===== src/esc_pkg.sv =====
// Shared constants, types and helpers for the environmental sensor compensation block.
// Used by the pipelined divider, the top level and the testbench.
`timescale 1ns / 1ps
`default_nettype none

package esc_pkg;

  // Datapath word width; every intermediate wraps at this width.
  localparam int DW = 32;

  // Configuration register indexes.
  typedef enum logic [2:0] {
    REG_TEMP  = 3'd0,
    REG_PLOW  = 3'd1,
    REG_PMID  = 3'd2,
    REG_PLAST = 3'd3,
    REG_HUM   = 3'd4
  } cfg_idx_t;

  // Formula constants.
  localparam logic [31:0] C_P_OFFSET  = 32'd64000;
  localparam logic [31:0] C_H_OFFSET  = 32'd76800;
  localparam logic [31:0] C_P_FULL    = 32'd1048576;
  localparam logic [31:0] C_P_SCALE   = 32'd3125;
  localparam logic [31:0] C_H_CLAMP   = 32'd419430400;
  localparam logic [31:0] C_H_BIAS    = 32'd2097152;
  localparam logic [31:0] C_HALF15    = 32'd32768;
  localparam logic [31:0] C_RND14     = 32'd16384;
  localparam logic [31:0] C_RND13     = 32'd8192;
  localparam logic [31:0] C_T_RND     = 32'd128;

  // Side data that rides along with each divider transfer.
  typedef struct packed {
    logic [31:0] temp;
    logic [13:0] hum;
    logic        big;
    logic        zero;
  } div_side_t;

  // Arithmetic right shift of a 32-bit two's complement pattern.
  function automatic logic [31:0] asr(input logic [31:0] x, input int unsigned n);
    return $unsigned($signed(x) >>> n);
  endfunction

endpackage

`default_nettype wire


===== src/esc_div.sv =====
// Pipelined unsigned 32-by-32 restoring divider, one quotient bit per stage.
// Depends on esc_pkg for the word width.
`timescale 1ns / 1ps
`default_nettype none

module esc_div #(
  parameter int PW = 8
) (
  input  wire logic          clk,
  input  wire logic          rst_n,
  input  wire logic          en,
  input  wire logic          in_valid,
  input  wire logic [31:0]   dividend,
  input  wire logic [31:0]   divisor,
  input  wire logic [PW-1:0] side_in,
  output      logic          out_valid,
  output      logic [31:0]   quotient,
  output      logic [PW-1:0] side_out
);
  import esc_pkg::*;

  logic          v_r    [DW];
  logic [DW-1:0] rem_r  [DW];
  logic [DW-1:0] num_r  [DW];
  logic [DW-1:0] den_r  [DW];
  logic [DW-1:0] quo_r  [DW];
  logic [PW-1:0] side_r [DW];

  for (genvar k = 0; k < DW; k++) begin : g_step
    logic          v_prev;
    logic [DW-1:0] rem_prev, num_prev, den_prev, quo_prev;
    logic [PW-1:0] side_prev;
    logic [DW:0]   shifted, trial;

    // Stage input: the ports for the first step, the previous stage otherwise.
    if (k == 0) begin : g_first
      assign v_prev    = in_valid;
      assign rem_prev  = '0;
      assign num_prev  = dividend;
      assign den_prev  = divisor;
      assign quo_prev  = '0;
      assign side_prev = side_in;
    end else begin : g_next
      assign v_prev    = v_r[k-1];
      assign rem_prev  = rem_r[k-1];
      assign num_prev  = num_r[k-1];
      assign den_prev  = den_r[k-1];
      assign quo_prev  = quo_r[k-1];
      assign side_prev = side_r[k-1];
    end

    // Shift in the next dividend bit and try the subtraction.
    assign shifted = {rem_prev, num_prev[DW-1]};
    assign trial   = shifted - {1'b0, den_prev};

    always_ff @(posedge clk) begin
      if (!rst_n) begin
        v_r[k] <= 1'b0;
      end else if (en) begin
        v_r[k] <= v_prev;
      end
    end

    always_ff @(posedge clk) begin
      if (en) begin
        rem_r[k]  <= trial[DW] ? shifted[DW-1:0] : trial[DW-1:0];
        num_r[k]  <= {num_prev[DW-2:0], 1'b0};
        den_r[k]  <= den_prev;
        quo_r[k]  <= {quo_prev[DW-2:0], ~trial[DW]};
        side_r[k] <= side_prev;
      end
    end
  end

  assign out_valid = v_r[DW-1];
  assign quotient  = quo_r[DW-1];
  assign side_out  = side_r[DW-1];

endmodule

`default_nettype wire


===== config.mk =====
export PLATFORM = sky130hd
export DESIGN_NAME = esc_div
export DESIGN_NICKNAME = d
export VERILOG_FILES = /design/src/esc_pkg.sv /design/src/esc_div.sv
export SDC_FILE = /design/constraint.sdc
export NUM_CORES = 2
export LEC_CHECK = 0
export BUFFER_PORTS_ARGS = -buffer_cell sky130_fd_sc_hd__buf_2
export CORE_ASPECT_RATIO = 0.7
export CORE_MARGIN = 3
export CORE_UTILIZATION = 65
export DETAILED_ROUTE_END_ITERATION = 6
export PLACE_DENSITY = 0.92
export SYNTH_ARGS = -nofsm -noshare
export SYNTH_HDL_FRONTEND = slang
export SYNTH_MEMORY_MAX_BITS = 65536
export SYNTH_SLANG_ARGS = --single-unit

===== constraint.sdc =====
create_clock -name clk -period 8.6 [get_ports clk]
set_input_delay 0.43 -clock clk [delete_from_list [all_inputs] [get_ports clk]]
set_output_delay 0.43 -clock clk [all_outputs]
set_load 0.03 [all_outputs]

==> metrics.md <==
| Metric | Value |
|---|---|
| Status | `finished clean` |
| HPWL Detailed | `234100 µm` |
| Tot GR Track Use | `0.2716` |
| RSZ-0062 raised after global routing | `no` |
| Worst Reg-to-Reg Cells | `14` |
| Core area | `0.2437 mm²` |
| Cells after Synth | `11980` |
| Post-CTS Hold Buffers | `73` |
| CP Class | `reg2reg` |
| Setup crit start kind | `flop` |
| Layout cells sized above 1 | `0.1167` |
| Vias in the first global route | `98200` |
| Worst Tran Pin Value | `1355 ps` |
| Largest net degree at the start of global routing | `197` |
| Syn avg cell area | `13.40 µm²` |
| Req. time, crit path | `9170 ps` |
| GPL Wtd Cong | `1.014` |
| Hold Slack | `92.41 ps` |
| Crit path capture type | `flop` |
| Int Pwr | `0.04523 W` |
| Deepest clock path buffer count | `4` |
| Post-route cell area | `0.1762 mm²` |
| Sequential share of power | `0.360` |
| Yosys warns | `0` |
| Initial core utilization | `0.6583` |
| WL final | `346000 µm` |
| VDD IR max | `0.0002530 V` |
| Setup TNS | `0 ps` |
| Worst slew margin | `0.09635` |
| FF-to-FF setup slack | `2960 ps` |
| Congestion Overflow GR | `0` |
| R2R Path End | `rem_r[21][18]` |
| Slew Limit Fails | `0` |
| Power Density | `399.9 mW/mm²` |
| Most common flop cell mapped by yosys | `edfxtp_1` |
| Clk root buf | `clkbuf_16` |
| Pwr Total | `0.07047 W` |
| NumNets Final | `13470` |
| Critical Path Sink | `rem_r[21][18]` |
| Achievable Freq | `177.5 MHz` |
| Clk sink count | `3296` |
| Die Ht | `421.7 µm` |
| Initial antenna violation count | `7` |
| Post-layout util | `0.7230` |
| First-pass GRT wire length | `547800 µm` |
| Asr flop ratio synth | `0` |
| Clk_lat worst skew | `890 ps` |
| Post-place instance area | `0.1652 mm²` |
| Clock share of power | `0.199` |
| Crit. Startpoint | `den_r[20][2]` |
| Synth Register Bits | `3296` |
| Post-route ant nets | `0` |
| Hold WC Path Type | `in2reg` |
| Fill cells | `14740` |
| Tmin final | `5635 ps` |
| Post-synth EDFFs | `3295` |
| Reg-to-reg startpoint | `den_r[20][2]` |
| Die X | `599.8 µm` |
| Synth cell types | `94` |
| Leak | `70.55 nW` |
| Final Cycle Share | `0.6553` |
| Vias/cell | `6.284` |
| DRT iter0 DRCs | `12750` |
| H-Tree Depth | `5` |
| Max-Cap Viols | `0` |
| # Post-CTS Setup Buffers | `0` |
| Register area | `0.09896 mm²` |
| Fin. Hold Viols | `0` |
| Clock skew | `78.01 ps` |
| Switch Pwr | `0.02524 W` |
| CTS tree | `built` |
| Wire per inst | `21.85 µm` |
| Boundary pin count | `117` |
| Drt first pass iters | `7` |
| Arrival @ worst endpoint | `6200 ps` |
| PortBufs | `116` |
| Netlist Area Pre-Place | `0.1604 mm²` |
| Sw Share | `0.3581` |
| Vias | `99520` |
| Total CTS buffers | `316` |
| Row cnt | `151` |
| Post-CTS Resized | `0` |
| DR DRC count | `0` |
| Post-synthesis sequential area ratio | `0.6168` |
| Clock slew at reported path FFs | `60 ps` |
| Max Fanout on Critical Path | `33` |
| Area growth syn-to-layout | `9.830%` |
| Comb power frac | `0.440` |
| Area of the multi-input gates | `0.05633 mm²` |
| Final number of setup-violating endpoints | `0` |
| Die area | `0.2529 mm²` |
==> placed cells by master, fill, tap and decap left out, types with 110 or more instances in the layout <==
master     instances
xnor2_1          541
o21ai_0          570
a21o_1           449
buf_2            115
clkbuf_16        323
a21oi_1          805
ha_1             993
nand2b_1         110
edfxtp_1        3295
nor2_1           462
nor2b_1          139
inv_1           1235
nand3_1          174
o21a_1           148
nand4_1          110
nand2_1          514
mux2_2           713
a31oi_1          115
xor2_1           276
==> sequential cells by signal, indices dropped and copies added, names as in the netlist <==
| signal | flops |
|---|---|
| den_r | 992 |
| num_r | 496 |
| quo_r | 528 |
| rem_r | 992 |
| side_r | 256 |
| v_r | 32 |
==> cell type report <==
class | count | share of cell area
flip-flops and latches | 3296 | 0.5616
diodes | 2 | 0.00002840
inverters | 1235 | 0.02631
clock inverters | 186 | 0.01103
well taps | 3213 | 0.02281
clock buffers | 383 | 0.04715
multi-input cells | 7267 | 0.3197
repair buffers | 255 | 0.01140
==> cell usage after synthesis (51+ instances only) <==
cell / number / area share
xor2_1: 281 / 0.015
o21ai_0: 570 / 0.018
mux2i_1: 67 / 0.0042
a21oi_1: 805 / 0.025
buf_2: 70 / 0.0022
nand4_1: 110 / 0.0043
mux2_2: 713 / 0.050
clkbuf_1: 103 / 0.0024
nor3_1: 78 / 0.0024
nand3_1: 174 / 0.0054
o21bai_1: 66 / 0.0031
edfxtp_1: 3295 / 0.62
o211ai_1: 51 / 0.0024
inv_1: 1235 / 0.029
ha_1: 993 / 0.077
and3_1: 104 / 0.0041
o21a_1: 148 / 0.0069
a31oi_1: 115 / 0.0045
nor2b_1: 139 / 0.0054
a21o_1: 449 / 0.021
nand2b_1: 110 / 0.0043
nand2_1: 514 / 0.012
nor2_1: 463 / 0.011
xnor2_1: 551 / 0.030
==> worst min-delay path by stage <==
stage,start,to,slack [ps],cells past startpoint
detailed placement,num_r[9][15],num_r[10][16],400,0
floorplan,num_r[9][9],num_r[10][10],400,0
global placement,quo_r[28][20],quo_r[29][21],400,0
global route,rst_n,v_r[16],90,2
finish,en,side_r[4][4],90,1
CTS,rst_n,v_r[16],50,2
==> kinds of logic after synthesis <==
| logic type | share of synthesized area |
|---|---|
| adders and majority gates | 0.08118 |
| other | 0.00002337 |
| muxes | 0.05759 |
| xor gates and xnor gates | 0.04592 |
| and+or+nand+nor | 0.05725 |
| buffers and inverters | 0.03433 |
| AOI/OAI and AO/OA | 0.1069 |
| DFF | 0.6168 |
==> layer usage <==
metal  global-route usage  part of all wire  vias to the layer above
met4              0.07582             0.028                        0
met2               0.4114              0.44                     4918
met3              0.05503             0.096                      785
met5                    0                 0                        -
met1               0.4022              0.43                    48490
li1                     -                 -                    45330
==> worst max-delay path, stage by stage (launching register included) <==
cell,delay [ps]
edfxtp_1,840
inv_1,100
ha_1,350
nor2b_1,170
o31a_1,310
o2111ai_1,340
a31oi_1,410
and3_1,360
a21oi_1,570
o31a_1,330
o2111ai_1,160
a21oi_1,360
xnor2_4,150
buf_4,480
mux2_2,410
==> stage by stage <==
step | std cells | setup WS [ps]
2_1_floorplan | 11990 | 4760
3_3_place_gp | 15190 | 3393
3_5_place_dp | 15190 | 3331
4_1_cts | 15840 | 3253
5_1_grt | 15840 | 2746
6_report | 15840 | 2965
==> power groups by stage <==
stage / Combinational (W) / Sequential, W / Clock, W
final: 0.0310 / 0.0254 / 0.0140
after global routing: 0.0338 / 0.0256 / 0.0149
after global placement: 0.0281 / 0.0254 / 0
after CTS: 0.0304 / 0.0253 / 0.0143
after detailed placement: 0.0297 / 0.0255 / 0
after floorplan: 0.0234 / 0.0244 / 0
(Power assumes the default switching activity.)
